## src/hw/rtl/i2cmte_pkg.sv

```systemverilog
// types and constants shared by the i2c master transfer engine
`timescale 1ns / 1ps
package i2cmte_pkg;

  typedef enum logic [1:0] {
    OP_LOAD    = 2'd0,
    OP_COMMAND = 2'd1,
    OP_TICK    = 2'd2,
    OP_NONE    = 2'd3
  } op_t;

  typedef enum logic [2:0] {
    KIND_PROBE     = 3'd0,
    KIND_WRITE     = 3'd1,
    KIND_READ      = 3'd2,
    KIND_MEM_WRITE = 3'd3,
    KIND_MEM_READ  = 3'd4
  } kind_t;

  typedef enum logic [1:0] {
    STATUS_OK      = 2'd0,
    STATUS_NACK    = 2'd1,
    STATUS_TOO_LONG = 2'd2
  } status_t;

  typedef enum logic [4:0] {
    ST_IDLE      = 5'd0,
    ST_START1    = 5'd1,
    ST_DEVADDR   = 5'd2,
    ST_DEVACK    = 5'd3,
    ST_MEMHI     = 5'd4,
    ST_MEMHIACK  = 5'd5,
    ST_MEMLO     = 5'd6,
    ST_MEMLOACK  = 5'd7,
    ST_DATA      = 5'd8,
    ST_DATAACK   = 5'd9,
    ST_STOPMID   = 5'd10,
    ST_START2    = 5'd11,
    ST_RDADDR    = 5'd12,
    ST_RDADDRACK = 5'd13,
    ST_RDBYTE    = 5'd14,
    ST_RDACK     = 5'd15,
    ST_STOPOK    = 5'd16,
    ST_STOPFAIL  = 5'd17
  } state_t;

  localparam logic [7:0] READ_BIT  = 8'h01;
  localparam logic [7:0] WRITE_MASK = 8'hFE;
  localparam logic [7:0] BYTE_ZERO = 8'h00;

  typedef struct packed {
    logic        scl_level;
    logic        sda_level;
    logic [7:0]  read_data;
    logic        read_valid;
    logic        busy_res;
    logic        done_res;
    logic [1:0]  status;
    logic [15:0] bytes_done;
  } result_t;

endpackage

```

## src/hw/rtl/i2cmte_in_if.sv

```systemverilog
// input channel: load, command and tick transactions
`timescale 1ns / 1ps
interface i2cmte_in_if;
  logic        valid;
  logic        ready;
  logic [1:0]  operation;
  logic [2:0]  transfer_kind;
  logic [7:0]  device_address;
  logic [15:0] memory_address;
  logic        address_wide;
  logic [15:0] byte_count;
  logic [7:0]  write_byte;
  logic        sda_sample;

  modport source (
    output valid, operation, transfer_kind, device_address, memory_address,
           address_wide, byte_count, write_byte, sda_sample,
    input  ready
  );
  modport sink (
    input  valid, operation, transfer_kind, device_address, memory_address,
           address_wide, byte_count, write_byte, sda_sample,
    output ready
  );
endinterface

```

## src/hw/rtl/i2cmte_out_if.sv

```systemverilog
// result channel: line drives, read data and transfer status
`timescale 1ns / 1ps
interface i2cmte_out_if;
  logic        valid;
  logic        ready;
  logic        scl_level;
  logic        sda_level;
  logic [7:0]  read_data;
  logic        read_valid;
  logic        busy_res;
  logic        done_res;
  logic [1:0]  status;
  logic [15:0] bytes_done;

  modport source (
    output valid, scl_level, sda_level, read_data, read_valid, busy_res,
           done_res, status, bytes_done,
    input  ready
  );
  modport sink (
    input  valid, scl_level, sda_level, read_data, read_valid, busy_res,
           done_res, status, bytes_done,
    output ready
  );
endinterface

```

## src/hw/rtl/i2cmte_ram.sv

```systemverilog
// generic single-write, registered-read ram
`timescale 1ns / 1ps
module i2cmte_ram #(
  parameter int WIDTH = 8,
  parameter int DEPTH = 16
) (
  input  logic                                     clk,
  input  logic                                     wr_en,
  input  logic [((DEPTH > 1) ? $clog2(DEPTH) : 1)-1:0] wr_addr,
  input  logic [WIDTH-1:0]                         wr_data,
  input  logic [((DEPTH > 1) ? $clog2(DEPTH) : 1)-1:0] rd_addr,
  output logic [WIDTH-1:0]                         rd_data
);

  logic [WIDTH-1:0] mem [DEPTH];

  always_ff @(posedge clk) begin
    if (wr_en) begin
      mem[wr_addr] <= wr_data;
    end
    rd_data <= mem[rd_addr];
  end

endmodule

```

## src/hw/rtl/i2c_master_transfer_engine.sv

```systemverilog
// i2c master transfer engine top level
//
// channel  | dir | transaction
// item     | in  | load byte, start command or one bus-phase tick
// result   | out | line drives, read byte and status, one per item
//
// one item per cycle while no result is held back, one result per item, set by the single phase state machine
// the result sits in an output register, a new item enters in the cycle the held result leaves
// the write buffer is a ram with a registered read, addressed by the next value of the byte counter
// rst is synchronous; state idle, lines released, buffer empty after reset
// item ready drops only while a result waits and result ready is low
`timescale 1ns / 1ps
module i2c_master_transfer_engine #(
  parameter int BUF_DEPTH = 16
) (
  input logic clk,
  input logic rst,
  i2cmte_in_if.sink    item,
  i2cmte_out_if.source result
);
  import i2cmte_pkg::*;

  localparam int AW = (BUF_DEPTH > 1) ? $clog2(BUF_DEPTH) : 1;
  localparam int FW = $clog2(BUF_DEPTH + 1);

  state_t       state, state_next;
  logic [1:0]   phase_count, phase_count_next;
  logic [2:0]   bit_count, bit_count_next;
  logic [15:0]  data_counter, data_counter_next;
  logic [7:0]   shift_reg, shift_reg_next;
  logic         data_fresh, data_fresh_next;
  logic [2:0]   kind_latched, kind_latched_next;
  logic [7:0]   device_latched, device_latched_next;
  logic [15:0]  memaddr_latched, memaddr_latched_next;
  logic         wide_latched, wide_latched_next;
  logic [15:0]  length_latched, length_latched_next;
  logic [FW-1:0] buffer_fill, buffer_fill_next;
  logic         scl_drive, scl_drive_next;
  logic         sda_drive, sda_drive_next;

  logic         res_valid;
  result_t      res, res_next;
  logic         accept;
  logic         buf_wr_en;
  logic [7:0]   buf_rd_data;

  assign item.ready = !res_valid || result.ready;
  assign accept     = item.valid && item.ready;

  i2cmte_ram #(
    .WIDTH(8),
    .DEPTH(BUF_DEPTH)
  ) u_buf (
    .clk    (clk),
    .wr_en  (buf_wr_en),
    .wr_addr(buffer_fill[AW-1:0]),
    .wr_data(item.write_byte),
    .rd_addr(data_counter_next[AW-1:0]),
    .rd_data(buf_rd_data)
  );

  always_ff @(posedge clk) begin
    if (rst) begin
      state          <= ST_IDLE;
      phase_count    <= 2'd0;
      bit_count      <= 3'd0;
      data_counter   <= 16'd0;
      shift_reg      <= 8'd0;
      data_fresh     <= 1'b0;
      kind_latched   <= 3'd0;
      device_latched <= 8'd0;
      memaddr_latched <= 16'd0;
      wide_latched   <= 1'b0;
      length_latched <= 16'd0;
      buffer_fill    <= '0;
      scl_drive      <= 1'b1;
      sda_drive      <= 1'b1;
      res_valid      <= 1'b0;
    end else begin
      if (accept) begin
        state          <= state_next;
        phase_count    <= phase_count_next;
        bit_count      <= bit_count_next;
        data_counter   <= data_counter_next;
        shift_reg      <= shift_reg_next;
        data_fresh     <= data_fresh_next;
        kind_latched   <= kind_latched_next;
        device_latched <= device_latched_next;
        memaddr_latched <= memaddr_latched_next;
        wide_latched   <= wide_latched_next;
        length_latched <= length_latched_next;
        buffer_fill    <= buffer_fill_next;
        scl_drive      <= scl_drive_next;
        sda_drive      <= sda_drive_next;
        res_valid      <= 1'b1;
      end else if (result.ready) begin
        res_valid <= 1'b0;
      end
    end
  end

  always_ff @(posedge clk) begin
    if (accept) begin
      res <= res_next;
    end
  end

  always_comb begin
    logic       send_bit;
    logic [7:0] send_src;
    logic       last;
    logic [16:0] rd_next;

    state_next           = state;
    phase_count_next     = phase_count;
    bit_count_next       = bit_count;
    data_counter_next    = data_counter;
    shift_reg_next       = shift_reg;
    data_fresh_next      = data_fresh;
    kind_latched_next    = kind_latched;
    device_latched_next  = device_latched;
    memaddr_latched_next = memaddr_latched;
    wide_latched_next    = wide_latched;
    length_latched_next  = length_latched;
    buffer_fill_next     = buffer_fill;
    scl_drive_next       = scl_drive;
    sda_drive_next       = sda_drive;
    buf_wr_en            = 1'b0;

    res_next            = '0;
    res_next.scl_level  = scl_drive;
    res_next.sda_level  = sda_drive;

    send_src = data_fresh ? buf_rd_data : shift_reg;
    send_bit = send_src[7];
    rd_next  = {1'b0, data_counter} + 17'd1;
    last     = rd_next >= {1'b0, length_latched};

    if (accept) begin
      unique case (op_t'(item.operation))
        OP_LOAD: begin
          if (state == ST_IDLE && buffer_fill < FW'(BUF_DEPTH)) begin
            buf_wr_en        = 1'b1;
            buffer_fill_next = buffer_fill + FW'(1);
          end
        end
        OP_COMMAND: begin
          if (state == ST_IDLE && item.transfer_kind <= KIND_MEM_READ) begin
            kind_latched_next    = item.transfer_kind;
            device_latched_next  = item.device_address;
            memaddr_latched_next = item.memory_address;
            wide_latched_next    = item.address_wide;
            length_latched_next  = item.byte_count;
            data_counter_next    = 16'd0;
            phase_count_next     = 2'd0;
            bit_count_next       = 3'd0;
            shift_reg_next       = BYTE_ZERO;
            data_fresh_next      = 1'b0;
            if ((item.transfer_kind == KIND_WRITE || item.transfer_kind == KIND_MEM_WRITE)
                && item.byte_count > 16'(BUF_DEPTH)) begin
              res_next.done_res = 1'b1;
              res_next.status   = STATUS_TOO_LONG;
              buffer_fill_next  = '0;
              state_next        = ST_IDLE;
            end else begin
              state_next = ST_START1;
            end
          end
        end
        OP_TICK: begin
          unique case (state)
            ST_IDLE: begin
              scl_drive_next = 1'b1;
              sda_drive_next = 1'b1;
            end
            ST_START1, ST_START2: begin
              scl_drive_next = (phase_count < 2'd2);
              sda_drive_next = (phase_count == 2'd0);
              if (phase_count < 2'd2) begin
                phase_count_next = phase_count + 2'd1;
              end else begin
                phase_count_next = 2'd0;
                bit_count_next   = 3'd0;
                if (state == ST_START2) begin
                  state_next     = ST_RDADDR;
                  shift_reg_next = device_latched | READ_BIT;
                end else if (kind_latched == KIND_READ) begin
                  state_next     = ST_DEVADDR;
                  shift_reg_next = device_latched | READ_BIT;
                end else begin
                  state_next     = ST_DEVADDR;
                  shift_reg_next = device_latched & WRITE_MASK;
                end
              end
            end
            ST_DEVADDR, ST_MEMHI, ST_MEMLO, ST_DATA, ST_RDADDR: begin
              data_fresh_next = 1'b0;
              shift_reg_next  = send_src;
              if (phase_count == 2'd0) begin
                scl_drive_next   = 1'b0;
                sda_drive_next   = send_bit;
                phase_count_next = 2'd1;
              end else if (phase_count == 2'd1) begin
                scl_drive_next   = 1'b1;
                sda_drive_next   = send_bit;
                phase_count_next = 2'd2;
              end else begin
                scl_drive_next   = 1'b0;
                sda_drive_next   = (bit_count == 3'd7) ? 1'b1 : send_bit;
                shift_reg_next   = {send_src[6:0], 1'b0};
                phase_count_next = 2'd0;
                if (bit_count == 3'd7) begin
                  bit_count_next = 3'd0;
                  unique case (state)
                    ST_DEVADDR: state_next = ST_DEVACK;
                    ST_MEMHI:   state_next = ST_MEMHIACK;
                    ST_MEMLO:   state_next = ST_MEMLOACK;
                    ST_DATA:    state_next = ST_DATAACK;
                    default:    state_next = ST_RDADDRACK;
                  endcase
                end else begin
                  bit_count_next = bit_count + 3'd1;
                end
              end
            end
            ST_DEVACK, ST_MEMHIACK, ST_MEMLOACK, ST_DATAACK, ST_RDADDRACK: begin
              sda_drive_next = 1'b1;
              if (phase_count == 2'd0) begin
                scl_drive_next   = 1'b0;
                phase_count_next = 2'd1;
              end else if (phase_count == 2'd1) begin
                scl_drive_next   = 1'b1;
                shift_reg_next   = {7'd0, item.sda_sample};
                phase_count_next = 2'd2;
              end else begin
                scl_drive_next   = 1'b0;
                phase_count_next = 2'd0;
                bit_count_next   = 3'd0;
                shift_reg_next   = BYTE_ZERO;
                if (shift_reg[0]) begin
                  state_next = ST_STOPFAIL;
                end else begin
                  if (state == ST_DATAACK) begin
                    data_counter_next = data_counter + 16'd1;
                  end
                  unique case (state)
                    ST_DEVACK: begin
                      if (kind_latched == KIND_PROBE) begin
                        state_next = ST_STOPOK;
                      end else if (kind_latched == KIND_WRITE) begin
                        state_next = ST_DATA;
                      end else if (kind_latched == KIND_READ) begin
                        state_next = ST_RDBYTE;
                      end else if (wide_latched) begin
                        state_next     = ST_MEMHI;
                        shift_reg_next = memaddr_latched[15:8];
                      end else begin
                        state_next     = ST_MEMLO;
                        shift_reg_next = memaddr_latched[7:0];
                      end
                    end
                    ST_MEMHIACK: begin
                      state_next     = ST_MEMLO;
                      shift_reg_next = memaddr_latched[7:0];
                    end
                    ST_MEMLOACK: begin
                      state_next = (kind_latched == KIND_MEM_WRITE) ? ST_DATA : ST_STOPMID;
                    end
                    ST_DATAACK:   state_next = ST_DATA;
                    default:      state_next = ST_RDBYTE;
                  endcase
                  if (state_next == ST_DATA) begin
                    if (data_counter_next < length_latched) begin
                      data_fresh_next = 1'b1;
                    end else begin
                      state_next = ST_STOPOK;
                    end
                  end else if (state_next == ST_RDBYTE &&
                               data_counter_next >= length_latched) begin
                    state_next = ST_STOPOK;
                  end
                end
              end
            end
            ST_RDBYTE: begin
              sda_drive_next = 1'b1;
              if (phase_count == 2'd0) begin
                scl_drive_next   = 1'b1;
                shift_reg_next   = {shift_reg[6:0], item.sda_sample};
                phase_count_next = 2'd1;
                if (bit_count == 3'd7) begin
                  res_next.read_data  = {shift_reg[6:0], item.sda_sample};
                  res_next.read_valid = 1'b1;
                end
              end else begin
                scl_drive_next   = 1'b0;
                phase_count_next = 2'd0;
                if (bit_count == 3'd7) begin
                  bit_count_next = 3'd0;
                  state_next     = ST_RDACK;
                end else begin
                  bit_count_next = bit_count + 3'd1;
                end
              end
            end
            ST_RDACK: begin
              scl_drive_next = (phase_count == 2'd1);
              sda_drive_next = last;
              if (phase_count < 2'd2) begin
                phase_count_next = phase_count + 2'd1;
              end else begin
                data_counter_next = rd_next[15:0];
                phase_count_next  = 2'd0;
                bit_count_next    = 3'd0;
                shift_reg_next    = BYTE_ZERO;
                state_next        = last ? ST_STOPOK : ST_RDBYTE;
              end
            end
            ST_STOPMID, ST_STOPOK, ST_STOPFAIL: begin
              scl_drive_next   = 1'b1;
              sda_drive_next   = 1'b1;
              phase_count_next = 2'd0;
              bit_count_next   = 3'd0;
              shift_reg_next   = BYTE_ZERO;
              if (state == ST_STOPMID) begin
                data_counter_next = 16'd0;
                state_next        = ST_START2;
              end else begin
                state_next        = ST_IDLE;
                res_next.done_res = 1'b1;
                if (kind_latched == KIND_WRITE || kind_latched == KIND_MEM_WRITE) begin
                  buffer_fill_next = '0;
                end
                if (state == ST_STOPFAIL) begin
                  res_next.status = STATUS_NACK;
                end else begin
                  res_next.status     = STATUS_OK;
                  res_next.bytes_done = (kind_latched == KIND_PROBE) ? 16'd0 : length_latched;
                end
              end
            end
            default: begin
              scl_drive_next = 1'b1;
              sda_drive_next = 1'b1;
            end
          endcase
          res_next.scl_level = scl_drive_next;
          res_next.sda_level = sda_drive_next;
          if (state == ST_STOPMID || state == ST_STOPOK || state == ST_STOPFAIL) begin
            res_next.scl_level = 1'b1;
            res_next.sda_level = 1'b0;
          end
        end
        default: begin
        end
      endcase
    end
    res_next.busy_res = (state_next != ST_IDLE);
  end

  assign result.valid      = res_valid;
  assign result.scl_level  = res.scl_level;
  assign result.sda_level  = res.sda_level;
  assign result.read_data  = res.read_data;
  assign result.read_valid = res.read_valid;
  assign result.busy_res   = res.busy_res;
  assign result.done_res   = res.done_res;
  assign result.status     = res.status;
  assign result.bytes_done = res.bytes_done;

endmodule

```

## src/flat_wrapper.sv

```systemverilog
// flat-port wrapper written by rule: the top's interface ports become plain ports
module i2c_master_transfer_engine_flat import i2cmte_pkg::*;
#(
  parameter int BUF_DEPTH = 16
)
  (clk, rst, item_valid, item_operation, item_transfer_kind, item_device_address, item_memory_address, item_address_wide, item_byte_count, item_write_byte, item_sda_sample, item_ready, result_valid, result_scl_level, result_sda_level, result_read_data, result_read_valid, result_busy_res, result_done_res, result_status, result_bytes_done, result_ready);
  i2cmte_in_if item_i ();
  i2cmte_out_if result_i ();
  input logic clk;
  input logic rst;
  input wire logic [$bits(item_i.valid)-1:0] item_valid;
  input wire logic [$bits(item_i.operation)-1:0] item_operation;
  input wire logic [$bits(item_i.transfer_kind)-1:0] item_transfer_kind;
  input wire logic [$bits(item_i.device_address)-1:0] item_device_address;
  input wire logic [$bits(item_i.memory_address)-1:0] item_memory_address;
  input wire logic [$bits(item_i.address_wide)-1:0] item_address_wide;
  input wire logic [$bits(item_i.byte_count)-1:0] item_byte_count;
  input wire logic [$bits(item_i.write_byte)-1:0] item_write_byte;
  input wire logic [$bits(item_i.sda_sample)-1:0] item_sda_sample;
  output wire logic [$bits(item_i.ready)-1:0] item_ready;
  output wire logic [$bits(result_i.valid)-1:0] result_valid;
  output wire logic [$bits(result_i.scl_level)-1:0] result_scl_level;
  output wire logic [$bits(result_i.sda_level)-1:0] result_sda_level;
  output wire logic [$bits(result_i.read_data)-1:0] result_read_data;
  output wire logic [$bits(result_i.read_valid)-1:0] result_read_valid;
  output wire logic [$bits(result_i.busy_res)-1:0] result_busy_res;
  output wire logic [$bits(result_i.done_res)-1:0] result_done_res;
  output wire logic [$bits(result_i.status)-1:0] result_status;
  output wire logic [$bits(result_i.bytes_done)-1:0] result_bytes_done;
  input wire logic [$bits(result_i.ready)-1:0] result_ready;
  assign item_i.valid = item_valid;
  assign item_i.operation = item_operation;
  assign item_i.transfer_kind = item_transfer_kind;
  assign item_i.device_address = item_device_address;
  assign item_i.memory_address = item_memory_address;
  assign item_i.address_wide = item_address_wide;
  assign item_i.byte_count = item_byte_count;
  assign item_i.write_byte = item_write_byte;
  assign item_i.sda_sample = item_sda_sample;
  assign item_ready = item_i.ready;
  assign result_valid = result_i.valid;
  assign result_scl_level = result_i.scl_level;
  assign result_sda_level = result_i.sda_level;
  assign result_read_data = result_i.read_data;
  assign result_read_valid = result_i.read_valid;
  assign result_busy_res = result_i.busy_res;
  assign result_done_res = result_i.done_res;
  assign result_status = result_i.status;
  assign result_bytes_done = result_i.bytes_done;
  assign result_i.ready = result_ready;
  i2c_master_transfer_engine #(.BUF_DEPTH(BUF_DEPTH)) u_core (.clk(clk), .rst(rst), .item(item_i), .result(result_i));
endmodule
```

## config.mk

```make
export PLATFORM = sky130hd
export DESIGN_NAME = i2c_master_transfer_engine_flat
export DESIGN_NICKNAME = d
export VERILOG_FILES = /design/src/hw/rtl/i2cmte_pkg.sv /design/src/hw/rtl/i2cmte_in_if.sv /design/src/hw/rtl/i2cmte_out_if.sv /design/src/hw/rtl/i2cmte_ram.sv /design/src/hw/rtl/i2c_master_transfer_engine.sv /design/src/flat_wrapper.sv
export SDC_FILE = /design/constraint.sdc
export NUM_CORES = 1
export LEC_CHECK = 0
export ABC_AREA = 1
export BUFFER_PORTS_ARGS = -buffer_cell sky130_fd_sc_hd__buf_2
export CAP_MARGIN = 15
export CORE_AREA = 2 2 299 153
export CTS_CLUSTER_SIZE = 14
export DETAILED_ROUTE_END_ITERATION = 16
export DIE_AREA = 0 0 301 155
export GPL_TIMING_DRIVEN = 1
export PLACE_DENSITY = 0.55
export SKIP_CTS_REPAIR_TIMING = 1
export SLEW_MARGIN = 20
export SYNTH_ARGS = -nofsm -noshare
export SYNTH_HDL_FRONTEND = slang
export SYNTH_SLANG_ARGS = --single-unit
export TNS_END_PERCENT = 10
```

## constraint.sdc

```tcl
create_clock -name clk -period 3.9 [get_ports clk]
set_clock_uncertainty 0.15 [all_clocks]
set_input_delay 0.78 -clock clk [delete_from_list [all_inputs] [get_ports clk]]
set_output_delay 0.78 -clock clk [all_outputs]
set_load 0.005 [all_outputs]
```

Word level (Yosys, flattened, before mapping)
Memory sizes are Yosys's and may differ from the RTL's. A register that Yosys moved wholly into a read port is not among the register bits.
Cells that the tools add are included.
Storage, ports and cells
  flip-flop bits (word level): 118
  RAM bits: 128
  bits of input ports: 59
  output and inout port bits: 33
  word-level logic and storage cells: 256
  memories: 1
Memory list
  u_core.u_buf.mem: words 16, bits a word 8, read ports 1, clocked after memory_dff 1, wr ports 1, RTL line i2cmte_ram.sv:15  | logic [WIDTH-1:0] mem [DEPTH];
Cells by class
  add/sub/neg operators: 5
  magnitude comparators: 7
  equality and inequality tests: 52
  muxes and demuxes: 129
  bitwise operators: 2
  reductions and logical operators: 36
Operator list (number)
  16-bit two-way mux: 15
  5-bit two-way mux: 31
  8-bit two-way mux: 14
  5-bit by 4-bit equality test with 1-bit output (second input constant): 10
  16-bit case mux with 3 select lines: 1
  8-bit case mux with 6 select lines: 1
  19-bit two-way mux: 2
  16-bit case mux with 2 select lines: 1
  8-bit case mux with 2 select lines: 2
  3-bit two-way mux: 10
  3-bit != test (second input constant): 10
  5-bit case mux with 6 select lines: 1
  9-bit two-way mux: 3
  1-bit two-way mux: 24
  5-bit by 3-bit equality test with 1-bit output (second input constant): 4
  5-bit case mux with 4 select lines: 1
  9-bit AND reduction: 2
  16-bit by 1-bit adder with 17-bit output (second input constant): 1
  17-bit by 16-bit >= comparator with 1-bit output: 1
  16-bit by 1-bit adder with 16-bit output (second input constant): 1
  16-bit >= comparator: 1
  16-bit by 5-bit greater-than comparator with 1-bit output (second input constant): 1
  16-bit < comparator: 1
  4-bit case mux with 4 select lines: 1
  other kinds (52): 92

Depth between registers and ports, before layout
Gate-level depths: netlist of the first run.
  depth after elaboration: 22
  gate-level depth with buffers: 28
  depth with buffers taken out: 28

Cells and area by module
A second synthesis of the first run with hierarchy kept.
Unflattened totals
  cell total of the unflattened synthesis: 1618
  area, all modules: 13220.2 um^2
Modules (own cells, without submodules)
  i2c_master_transfer_engine: instances 1, cells an instance 1065, area each 7448.4 um^2, sequential area each 2652.5 um^2
  i2cmte_ram: instances 1, cells an instance 553, area each 5771.8 um^2, sequential area each 4003.8 um^2

Worst setup path before layout of the first run
Ideal clock, no wire load.
  path kind: input -> register
  start: in result_ready
  end: mem u_core.u_buf.mem[4][0], enable pin
  data arrival time: 3.047 ns
  data required time: 3.380 ns
  setup slack: 0.332 ns
  stages: 9
  buffers on the path: 1
  path through: inv_1 nand2_1 nand2_1 inv_1 clkbuf_1 nand2_1 nor2_1 nand2_1 nor2_1
On the way
  longest elaborated chain between the ends: 5
Ends and longest elaborated chain
  start, declared: RTL line flat_wrapper.sv:30  | input wire logic [$bits(result_i.ready)-1:0] result_ready;
  1-bit logical OR: RTL line i2c_master_transfer_engine.sv:47  | assign item.ready = !res_valid || result.ready;
  named net item_ready: RTL line flat_wrapper.sv:20  | output wire logic [$bits(item_i.ready)-1:0] item_ready;
  1-bit logical AND: RTL line i2c_master_transfer_engine.sv:48  | assign accept = item.valid && item.ready;
  named net u_core.accept: RTL line i2c_master_transfer_engine.sv:43  | logic accept;
  1-bit two-way mux: RTL line i2c_master_transfer_engine.sv:139  | if (accept) begin
  1-bit two-way mux: RTL line i2cmte_ram.sv:18  | if (wr_en) begin
  1-bit two-way mux (not written as such): RTL line i2cmte_ram.sv:19  | mem[wr_addr] <= wr_data;
  end, declared: RTL line i2cmte_ram.sv:15
The timed path passes the listed nets, and every way through them passes these cells.

Worst setup path in the final report of the first run
  start: reg u_core.data_counter[2]
  end: reg u_core.data_fresh
On the way
  longest elaborated chain between the ends: 11
Ends and longest elaborated chain
  start, declared: RTL line i2c_master_transfer_engine.sv:29  | logic [15:0] data_counter, data_counter_next;
  start signal, assigned: RTL line i2c_master_transfer_engine.sv:84  | data_counter <= data_counter_next;
  16-bit by 1-bit adder with 16-bit output: RTL line i2c_master_transfer_engine.sv:244  | data_counter_next = data_counter + 16'd1;
  16-bit two-way mux (*): RTL line i2c_master_transfer_engine.sv:243  | if (state == ST_DATAACK) begin
  16-bit two-way mux (*): RTL line i2c_master_transfer_engine.sv:240  | if (shift_reg[0]) begin
  16-bit two-way mux (*): RTL line i2c_master_transfer_engine.sv:231  | end else if (phase_count == 2'd1) begin
  16-bit two-way mux (*): RTL line i2c_master_transfer_engine.sv:228  | if (phase_count == 2'd0) begin
  16-bit two-way mux (*): RTL line i2c_master_transfer_engine.sv:171  | unique case (state)
  16-bit two-way mux (*): RTL line i2c_master_transfer_engine.sv:140  | unique case (op_t'(item.operation))
  16-bit two-way mux (*): RTL line i2c_master_transfer_engine.sv:139
  16-bit < comparator (*): RTL line i2c_master_transfer_engine.sv:273  | if (data_counter_next < length_latched) begin
  3-bit by 2-bit != test with 1-bit output (no source line) (*)
  9-bit AND reduction (no source line) (*)
  end signal, assigned: RTL line i2c_master_transfer_engine.sv:86  | data_fresh <= data_fresh_next;
  end, declared: RTL line i2c_master_transfer_engine.sv:31  | logic data_fresh, data_fresh_next;
Mark *: on every way between the ends. The rest lies on a longest branch, timed or not. The select of a mux whose other input is x is not followed.
A chain may end at the register's enable or synchronous reset.

==> metrics, run 1 <==
Die W 301 um; critical path required time 4.25 ns; part of the power in registers around half; n_diodes 0; GPL Wtd Cong 0.932; synthesized net count 1691; # IOs 92; worst vdd ir 0.314 mV; most frequent cells in the layout nand2_1 (437), nand3_1 (159), edfxtp_1 (159); 1st-pass router iterations 5; Worst setup EP type register; global route overflow 0; initial antenna violation count 0; most common cell after layout, fill and taps aside nand2_1; Critical Path Start Type register; Area contributors post-synth edfxtp_1 (36%), dfxtp_1 (14%), nand2_1 (13%); pwr dens 371 mW/mm2; CP Cell Sequence inv_1 > nor3_4 > nand3_2 > nor2_4 > nand2_4 > nor3_2 > xor2_1 > nand2_1 > o21ai_1 > ha_1 > nand4_1 > inv_1 > a21oi_2 > buf_6 > nand2_4 > buf_4 > buf_4 > nor3_4 > buf_4 > o221ai_1 > buf_4 > a21oi_2; ys flop type edfxtp_1; number of synthesized register bits 253; DIE AREA about 0.047 mm2; FFs w/ async S/R, synth 0%; Max Slew Vio Count 0; first-pass GRT wire length 60300 um; worst hold endpoint u_core.memaddr_latched[7]$_SDFFE_PP0P_; worst slack at placement -0.194 ns; maximum clock rate about 270 MHz; hold depth 2; GR Util All Layers 16.6%; Worst-Margin Slew about 0.74 ns; Gate Count Post-Synth 1589; Period minus WS final 3.69 ns; outcome completed; FP Rows 55; Num CTS Buffers 25; Worst-path clk slew 0.07 ns; CP dominant cell by count buf_4; ANT nets after route 0; maximum number of pins on one net before global-route repair 65; reg2reg end u_core.data_fresh$_SDFFE_PP0P_; top cell type's share of synthesized area 36.4%; area leader, netlist edfxtp_1; Bufs on Longest Clock Path 3; power share of the clock group 42.4%; Max-slew headroom 50.7%; vias per cell a little under 5; Reg2Reg Depth 22; DR top layer met4; Clock Latency Late Sink between 0.5 and 0.6 ns; CORE AREA roughly 0.044 mm2; vias in the first global route 10300; period utilization between 90% and 100%; Pint ~4.4 mW; final wirelength 39400 um; CTS tree yes; slowest stage delay, CP 0.36 ns; dpl hpwl 29400 um; FF-to-FF setup slack approximately 0.21 ns; synth warn 0; EDFF count, synth 159; r2r startpoint u_core.data_counter[2]$_SDFFE_PP0P_; M1 WL between 20000 and 25000 um; WHS 0.306 ns; I/O Buffers 90; Largest Register u_core.u_buf.mem; switching power 1.39 mW; met2 wire length about 15000 um; maxcap violations 0; routed len/inst 16.8 um; die height 155 um; initial drt markers 1213; worst-path cell with the longest stage delay dfxtp_4; final setup violation count 0; CTS H-tree lvls 1; mapped cell area between 0.01 and 0.015 mm2; met3 WL around 3400 um; Syn Area/Cell 8.26 um2; Layout area overhead 19.6%; Critical Path Fanout Max 4; Final WS setup 0.215 ns; Largest register FFs 128; Initial Utilization 29.6%; layout cell share with drive strength beyond 1 between 10% and 20%; Hold Vio Cnt, Final 0; CP arrival 4.03 ns; switching portion of total power 23.9%; CTS sink cnt 253; fin cells 2345; # nets final between 1500 and 2000; number of distinct library cells after synthesis 44; routed via count 11300; sequential share of the synthesized area 50.7%; Cells after DPL about 2300; Hold Crit Class reg2reg; Hold Startpoint u_core.memaddr_latched[7]$_SDFFE_PP0P_; Gate power share 7.6%; drt drc 0; CP Class reg2reg; CTS root buffer clkbuf_16; Leakage 6.59 nW
[synth_stat cells, types with 10 or more instances]
| library cell | number |
|---|---|
| nor3_1 | 12 |
| a21oi_1 | 100 |
| buf_4 | 24 |
| xor2_1 | 10 |
| o21ai_0 | 80 |
| nand3b_1 | 12 |
| inv_2 | 18 |
| ha_1 | 43 |
| inv_1 | 161 |
| edfxtp_1 | 159 |
| clkbuf_1 | 28 |
| nor2_1 | 116 |
| dfxtp_1 | 94 |
| nand4_1 | 17 |
| nand3_1 | 164 |
| nand2_1 | 448 |
[how the worst max path moves through the flow]
| stage | from | to | slack [ns] | cells past startpoint |
|---|---|---|---|---|
| after detailed placement | u_core.data_counter[0]$_SDFFE_PP0P_ | u_core.result.busy_res$_DFFE_PP_ | -0.19 | 28 |
| after global routing | u_core.data_counter[2]$_SDFFE_PP0P_ | u_core.data_fresh$_SDFFE_PP0P_ | -0.03 | 22 |
| final | u_core.data_counter[2]$_SDFFE_PP0P_ | u_core.data_fresh$_SDFFE_PP0P_ | 0.21 | 22 |
| after floorplan | result_ready | u_core.u_buf.mem[4][0]$_DFFE_PP_ | 0.33 | 9 |
| after CTS | u_core.data_counter[0]$_SDFFE_PP0P_ | u_core.result.busy_res$_DFFE_PP_ | -0.22 | 28 |
| after global placement | u_core.data_counter[0]$_SDFFE_PP0P_ | u_core.result.busy_res$_DFFE_PP_ | -0.16 | 28 |
[cell type report]
class,instances,area (um2)
fillers,4615,28700
flip-flops and latches,253,6670
multi-input cells,1094,5670
repair buffers,175,1120
well taps,598,748
inverters,179,672
clock buffers,32,652
clock inverters,14,165
[critical path: cells and delay by family, from the launching register on]
| family | cells | cell delay [ns] |
|---|---|---|
| buffers and inverters | 7 | 0.89 |
| and+or+nand+nor | 9 | 1.20 |
| adders and majority gates | 1 | 0.28 |
| AOI/OAI and AO/OA | 4 | 0.54 |
| DFF | 1 | 0.36 |
| xor gates and xnor gates | 1 | 0.21 |
[kinds of logic (layout without fill, tap and decap cells)]
logic type / count (synthesis) / after routing / synth area share [%]
XOR/XNOR: 10 / 10 / 0.668
AO/OA/AOI/OAI: 234 / 234 / 9.99
AND/OR/NAND/NOR: 807 / 807 / 26.7
buffers and inverters: 242 / 400 / 7.75
adder cells (fa/ha/maj): 43 / 43 / 4.10
flip-flops: 253 / 253 / 50.7
[per-stage QoR]
step	total power [mW]	setup TNS, ns	util [%]	cell area (um2)
2_1_floorplan	3.19	0	-	13100
3_3_place_gp	3.37	-0.248	32.9	14600
3_5_place_dp	3.37	-0.293	32.9	14600
4_1_cts	5.85	-0.358	34.7	15400
5_1_grt	6.05	-0.0533	35.3	15700
6_report	5.82	0	35.3	15700
[power groups by stage]
stage	sequential, mW	clock (mW)	combinational (mW)
after CTS	2.91	2.53	0.407
after global placement	2.97	0	0.400
final	2.91	2.46	0.443
after floorplan	2.97	0	0.223
after detailed placement	2.97	0	0.405
after global routing	2.91	2.64	0.491
[layer usage]
layer / vias to the layer above / global-route usage [%]
li1: 5582 / -
met1: 5347 / 27.8
met2: 365 / 21.3
met3: 31 / 3.57
met4: 0 / 2.23
met5: - / 0
Power figures use the tool's default switching activity.
==> run 2: changes to the inputs <==
--- a/config.mk
+++ b/config.mk
@@ -9,11 +9,13 @@
 export BUFFER_PORTS_ARGS = -buffer_cell sky130_fd_sc_hd__buf_2
 export CAP_MARGIN = 15
 export CORE_AREA = 2 2 299 153
+export CTS_BUF_LIST = sky130_fd_sc_hd__clkbuf_4
 export CTS_CLUSTER_SIZE = 14
 export DETAILED_ROUTE_END_ITERATION = 16
 export DIE_AREA = 0 0 301 155
 export GPL_TIMING_DRIVEN = 1
 export PLACE_DENSITY = 0.55
+export REMOVE_ABC_BUFFERS = 1
 export SKIP_CTS_REPAIR_TIMING = 1
 export SLEW_MARGIN = 20
 export SYNTH_ARGS = -nofsm -noshare
==> metrics, run 2 (synthesis results as in run 1) <==
final setup violation count 0 (unchanged); outcome completed; drt drc 0 (unchanged); Worst-Margin Slew 0.963 ns (+0.226 ns); dpl hpwl 30300 um (+3.0%); CTS sink cnt 253 (unchanged); slowest stage delay, CP 0.38 ns (+0.02 ns); maxcap violations 0 (unchanged); vias in the first global route 10800 (+5.0%); Max-slew headroom 35.5% (-15 points); most frequent cells in the layout nand2_1 (438), edfxtp_1 (159), inv_1 (158); Final Cell Area 0.0156 mm2 (-0.41%); pwr dens 378 mW/mm2 (+2.0%); Layout area overhead 19.1%; DIE AREA 0.0467 mm2 (unchanged); Largest register FFs 128 (unchanged); Critical Path Start Type register; CP arrival 3.97 ns (-0.06 ns); Critical Path Fanout Max 4 (unchanged); Hold Vio Cnt, Final 0 (unchanged); Hold Crit Class in2reg; global route overflow 0 (unchanged); 1st-pass router iterations 7 (+2); I/O Buffers 90 (unchanged); most common cell after layout, fill and taps aside nand2_1; FP Rows 55 (unchanged); first-pass GRT wire length 63300 um (+4.8%); Num CTS Buffers 69 (+180%); # nets final 1849 (+1.0%); worst-path cell with the longest stage delay dfxtp_4; CTS tree yes; Clock Latency Late Sink 0.75 ns (+0.19 ns); initial antenna violation count 1 (+1); DP Area 0.0145 mm2 (-0.98%); Max Slew Vio Count 0 (unchanged); Worst setup EP type register; die height 155 um (unchanged); WHS 0.166 ns (-0.141 ns); maximum clock rate 272 MHz (+0.25%); Largest Register u_core.u_buf.mem; GPL Wtd Cong 0.932 (about the same); CP Class reg2reg; routed len/inst 17.4 um (+3.7%); Worst-path clk slew 0.07 ns (about the same); CTS H-tree lvls 3 (+2); CTS root buffer clkbuf_4; area occupied by multi-input gates 0.00564 mm2 (-0.53%); CORE AREA 0.0444 mm2 (unchanged); routed via count 11700 (+3.2%); initial drt markers 1293 (+6.6%); worst vdd ir 0.147 mV (-53%); maximum number of pins on one net before global-route repair 66 (+1.5%); Filler Cells Inserted 4641 (+0.56%); Leakage 6.63 nW (+0.52%); Final WS setup 0.224 ns (+0.00924 ns); critical path required time 4.19 ns (-0.06 ns); period utilization 94.3% (-0.24 points); worst slack at placement -0.00715 ns (+0.187 ns); Period minus WS final 3.68 ns (-0.00924 ns); GR Util All Layers 17.8% (+1.2 points); Bufs on Longest Clock Path 3 (unchanged); # IOs 92 (unchanged); Register Area 0.00666 mm2 (about the same); layout cell share with drive strength beyond 1 20.0% (+2.5 points); Cells after DPL 2270 (-1.0%); Die W 301 um (unchanged); fin cells 2401 (+2.4%); final wirelength 41800 um (+6.2%); ANT nets after route 0 (unchanged); vias per cell 4.87 (+0.83%); Total Power 5.91 mW (+1.6%); Initial Utilization 29.6% (unchanged)
==> run 2: cell type report <==
cell class,instances,area share [%]
Multi-Input combinational cell,1094,36.1
Clock inverter,19,0.857
Inverter,179,4.30
Sequential cell,253,42.6
Tap cell,598,4.79
Timing Repair Buffer,150,6.17
Antenna cell,1,0.0160
Clock buffer,107,5.14
==> run 2: report_power, final <==
part	switching [mW]	internal [mW]
Sequential	0.0217	2.89
Clock	1.18	1.39
Combinational	0.301	0.137
Total	1.50	4.41
==> run 2: final timing paths <==
path | startpoint | end | slack (ns) | cells past startpoint
max | u_core.data_counter[0]$_SDFFE_PP0P_ | u_core.result.busy_res$_DFFE_PP_ | 0.22 | 25
min | item_device_address[4] | u_core.device_latched[4]$_SDFFE_PP0P_ | 0.17 | 3
max reg2reg | u_core.data_counter[0]$_SDFFE_PP0P_ | u_core.result.busy_res$_DFFE_PP_ | 0.22 | 25
min reg2reg | u_core.memaddr_latched[3]$_SDFFE_PP0P_ | u_core.memaddr_latched[3]$_SDFFE_PP0P_ | 0.31 | 2
==> run 2: critical path: cells and delay by family (launching register included) <==
family        cells  cell delay, ns
xor+xnor          1            0.18
fa+ha+maj         2            0.45
simple gates     18            1.89
buf+inv           4            0.31
flops             1            0.38
==> run 2: metrics by stage <==
stage	setup TNS [ns]	utilization, %
floorplan	0	-
global placement	0	32.6
detailed placement	-0.00715	32.6
CTS	-0.0583	34.7
global route	-0.0310	35.2
finish	0	35.2
==> run 2: per-layer routing <==
metal  up-vias  global-route usage (%)  part of all wire, %
met5         -                       0                    0
met3        68                    4.65                  9.4
met2       476                    22.3                   37
met1      5494                    28.7                   51
met4         0                    5.14                  2.0
li1       5654                       -                    -
==> run 3: changes to the inputs <==
--- a/config.mk
+++ b/config.mk
@@ -9,7 +9,7 @@
 export BUFFER_PORTS_ARGS = -buffer_cell sky130_fd_sc_hd__buf_2
 export CAP_MARGIN = 15
 export CORE_AREA = 2 2 299 153
-export CTS_BUF_LIST = sky130_fd_sc_hd__clkbuf_4
+export CTS_BUF_LIST = sky130_fd_sc_hd__clkbuf_4 sky130_fd_sc_hd__clkbuf_8 sky130_fd_sc_hd__clkbuf_16
 export CTS_CLUSTER_SIZE = 14
 export DETAILED_ROUTE_END_ITERATION = 16
 export DIE_AREA = 0 0 301 155
==> metrics, run 3 (synthesis results as in run 1) <==
outcome completed; final setup violation count 0 (unchanged); I/O Buffers 90 (unchanged); CP Class reg2reg; # IOs 92 (unchanged); worst slack at placement -0.00715 ns (unchanged); Filler Cells Inserted 4576 (-1.4%); Largest register FFs 128 (unchanged); ANT nets after route 0 (unchanged); Worst-path clk slew 0.06 ns (about the same); CTS tree yes; CTS H-tree lvls 1 (-2); r2r startpoint u_core.data_counter[0]$_SDFFE_PP0P_; Hold Vio Cnt, Final 0 (unchanged); Leakage 6.48 nW (-2.2%); drt drc 0 (unchanged); Layout Utilization 34.9% (-0.26 points); Max Slew Vio Count 0 (unchanged); most common cell after layout, fill and taps aside nand2_1; most frequent cells in the layout nand2_1 (438), edfxtp_1 (159), inv_1 (158); 1st-pass router iterations 5 (-2); Bufs on Longest Clock Path 3 (unchanged); Num CTS Buffers 27 (-61%); Initial Utilization 29.6% (unchanged); final wirelength 41000 um (-2.0%); CP arrival 3.80 ns (-0.17 ns); CTS sink cnt 253 (unchanged); maximum number of pins on one net before global-route repair 66 (unchanged); n_diodes 0 (-1); # nets final 1805 (-2.4%); reg2reg end u_core.result.sda_level$_DFFE_PP_; routed len/inst 17.6 um (+1.3%); CORE AREA 0.0444 mm2 (unchanged); worst hold endpoint u_core.memaddr_latched[6]$_SDFFE_PP0P_; Largest Register u_core.u_buf.mem; critical path required time 4.05 ns (-0.14 ns); vias per cell 4.90 (+0.71%); pwr dens 381 mW/mm2 (+0.66%); initial drt markers 1116 (-14%); GPL Wtd Cong 0.932 (unchanged); routed via count 11400 (-2.6%); Die W 301 um (unchanged); Layout area overhead 18.2%; Clock Latency Late Sink 0.57 ns (-0.18 ns); global route overflow 0 (unchanged); Worst setup EP type register; hold depth 2 (-1); maximum clock rate 274 MHz (+0.75%); period utilization 93.6% (-0.70 points); FP Rows 55 (unchanged); worst vdd ir 0.297 mV (+100%); first-pass GRT wire length 62100 um (-1.8%); dpl hpwl 30300 um (unchanged); Hold Crit Class reg2reg; Critical Path Start Type register; DIE AREA 0.0467 mm2 (unchanged); Final WS setup 0.251 ns (+0.0272 ns); maxcap violations 0 (unchanged); Hold Startpoint u_core.memaddr_latched[6]$_SDFFE_PP0P_; die height 155 um (unchanged); Critical Path Fanout Max 4 (unchanged); Total Power 5.90 mW (about the same); Max-slew headroom 36.8% (+1.3 points); CTS root buffer clkbuf_16; GR Util All Layers 17.3% (-0.50 points); FF-to-FF setup slack 0.25 ns (+0.03 ns); Period minus WS final 3.65 ns (-0.0272 ns); initial antenna violation count 0 (-1); Worst-Margin Slew 0.944 ns (-0.0191 ns); layout cell share with drive strength beyond 1 16.9% (-3.1 points); Reg2Reg Depth 23 (-8.0%); vias in the first global route 10500 (-3.5%)
[run 3: changes by cell type in the layout (fill, tap and decap cells not counted), moves of 2 or more]
cell        before  now
clkinvlp_4       1    5
xor2_1           5    7
xor2_2           4    2
buf_4           55   53
clkinv_2         1    9
clkinv_1        13    1
o21ai_0         74   76
clkbuf_4       107    2
clkbuf_16        0   27
[run 3: report_power, final]
group / internal (mW) / total [mW] / switching [mW]
logic: 0.136 / 0.434 / 0.298
clock network: 1.43 / 2.56 / 1.13
registers: 2.89 / 2.91 / 0.0218
[run 3: final cells by class]
| type | count | area, um2 | area share [%] |
|---|---|---|---|
| Timing Repair Buffer | 148 | 948 | 6.12 |
| Clock buffer | 29 | 691 | 4.45 |
| Tap cell | 598 | 748 | 4.83 |
| Multi-Input combinational cell | 1094 | 5600 | 36.1 |
| Clock inverter | 21 | 180 | 1.16 |
| Inverter | 179 | 672 | 4.33 |
| Sequential cell | 253 | 6660 | 43.0 |
[run 3: metrics by stage]
| step | hold slack, ns | TNS [ns] | cells | area [um2] |
|---|---|---|---|---|
| global route | 0.327 | -0.0318 | 2322 | 15500 |
| floorplan | 0.282 | 0 | 1526 | 12800 |
| CTS | 0.310 | -0.0327 | 2320 | 15300 |
| finish | 0.304 | 0 | 2322 | 15500 |
| detailed placement | 0.301 | -0.00715 | 2270 | 14500 |
| global placement | 0.291 | 0 | 2270 | 14500 |
[run 3: routing by layer]
metal / global-route usage (%) / up-vias / part of all wire [%]
li1: - / 5526 / -
met1: 28.7 / 5383 / 51
met2: 22.2 / 436 / 37
met3: 3.77 / 43 / 9.8
met4: 2.87 / 0 / 1.5
met5: 0 / - / 0
[run 3: worst max-delay path, stage by stage, from the launching register on]
cell and delay (ns):
dfxtp_4 0.36, ha_2 0.18, nand2_1 0.06, inv_2 0.06
nand2_2 0.06, nor2_4 0.09, inv_1 0.05, nor2_2 0.16
nand2_2 0.10, nor2_4 0.13, nand3_2 0.08, xor2_2 0.16
buf_4 0.14, ha_1 0.32, a21oi_1 0.16, o211ai_1 0.10
inv_1 0.08, nand2_1 0.06, nor2_1 0.17, nand3_4 0.13
buf_4 0.15, nand2_1 0.07, o211ai_1 0.15, a22o_1 0.22
[run 3: how the worst max path moves through the flow]
| stage | from | end | slack, ns |
|---|---|---|---|
| finish | u_core.data_counter[0]$_SDFFE_PP0P_ | u_core.result.sda_level$_DFFE_PP_ | 0.25 |
| global route | u_core.data_counter[0]$_SDFFE_PP0P_ | u_core.result.busy_res$_DFFE_PP_ | -0.03 |
| CTS | u_core.data_counter[0]$_SDFFE_PP0P_ | u_core.result.busy_res$_DFFE_PP_ | -0.03 |
| detailed placement | u_core.data_counter[0]$_SDFFE_PP0P_ | u_core.result.busy_res$_DFFE_PP_ | -0.007 |
| global placement | u_core.data_counter[0]$_SDFFE_PP0P_ | u_core.result.busy_res$_DFFE_PP_ | 0.09 |
| floorplan | result_ready | u_core.kind_latched[0]$_SDFFE_PP0P_ | 0.09 |
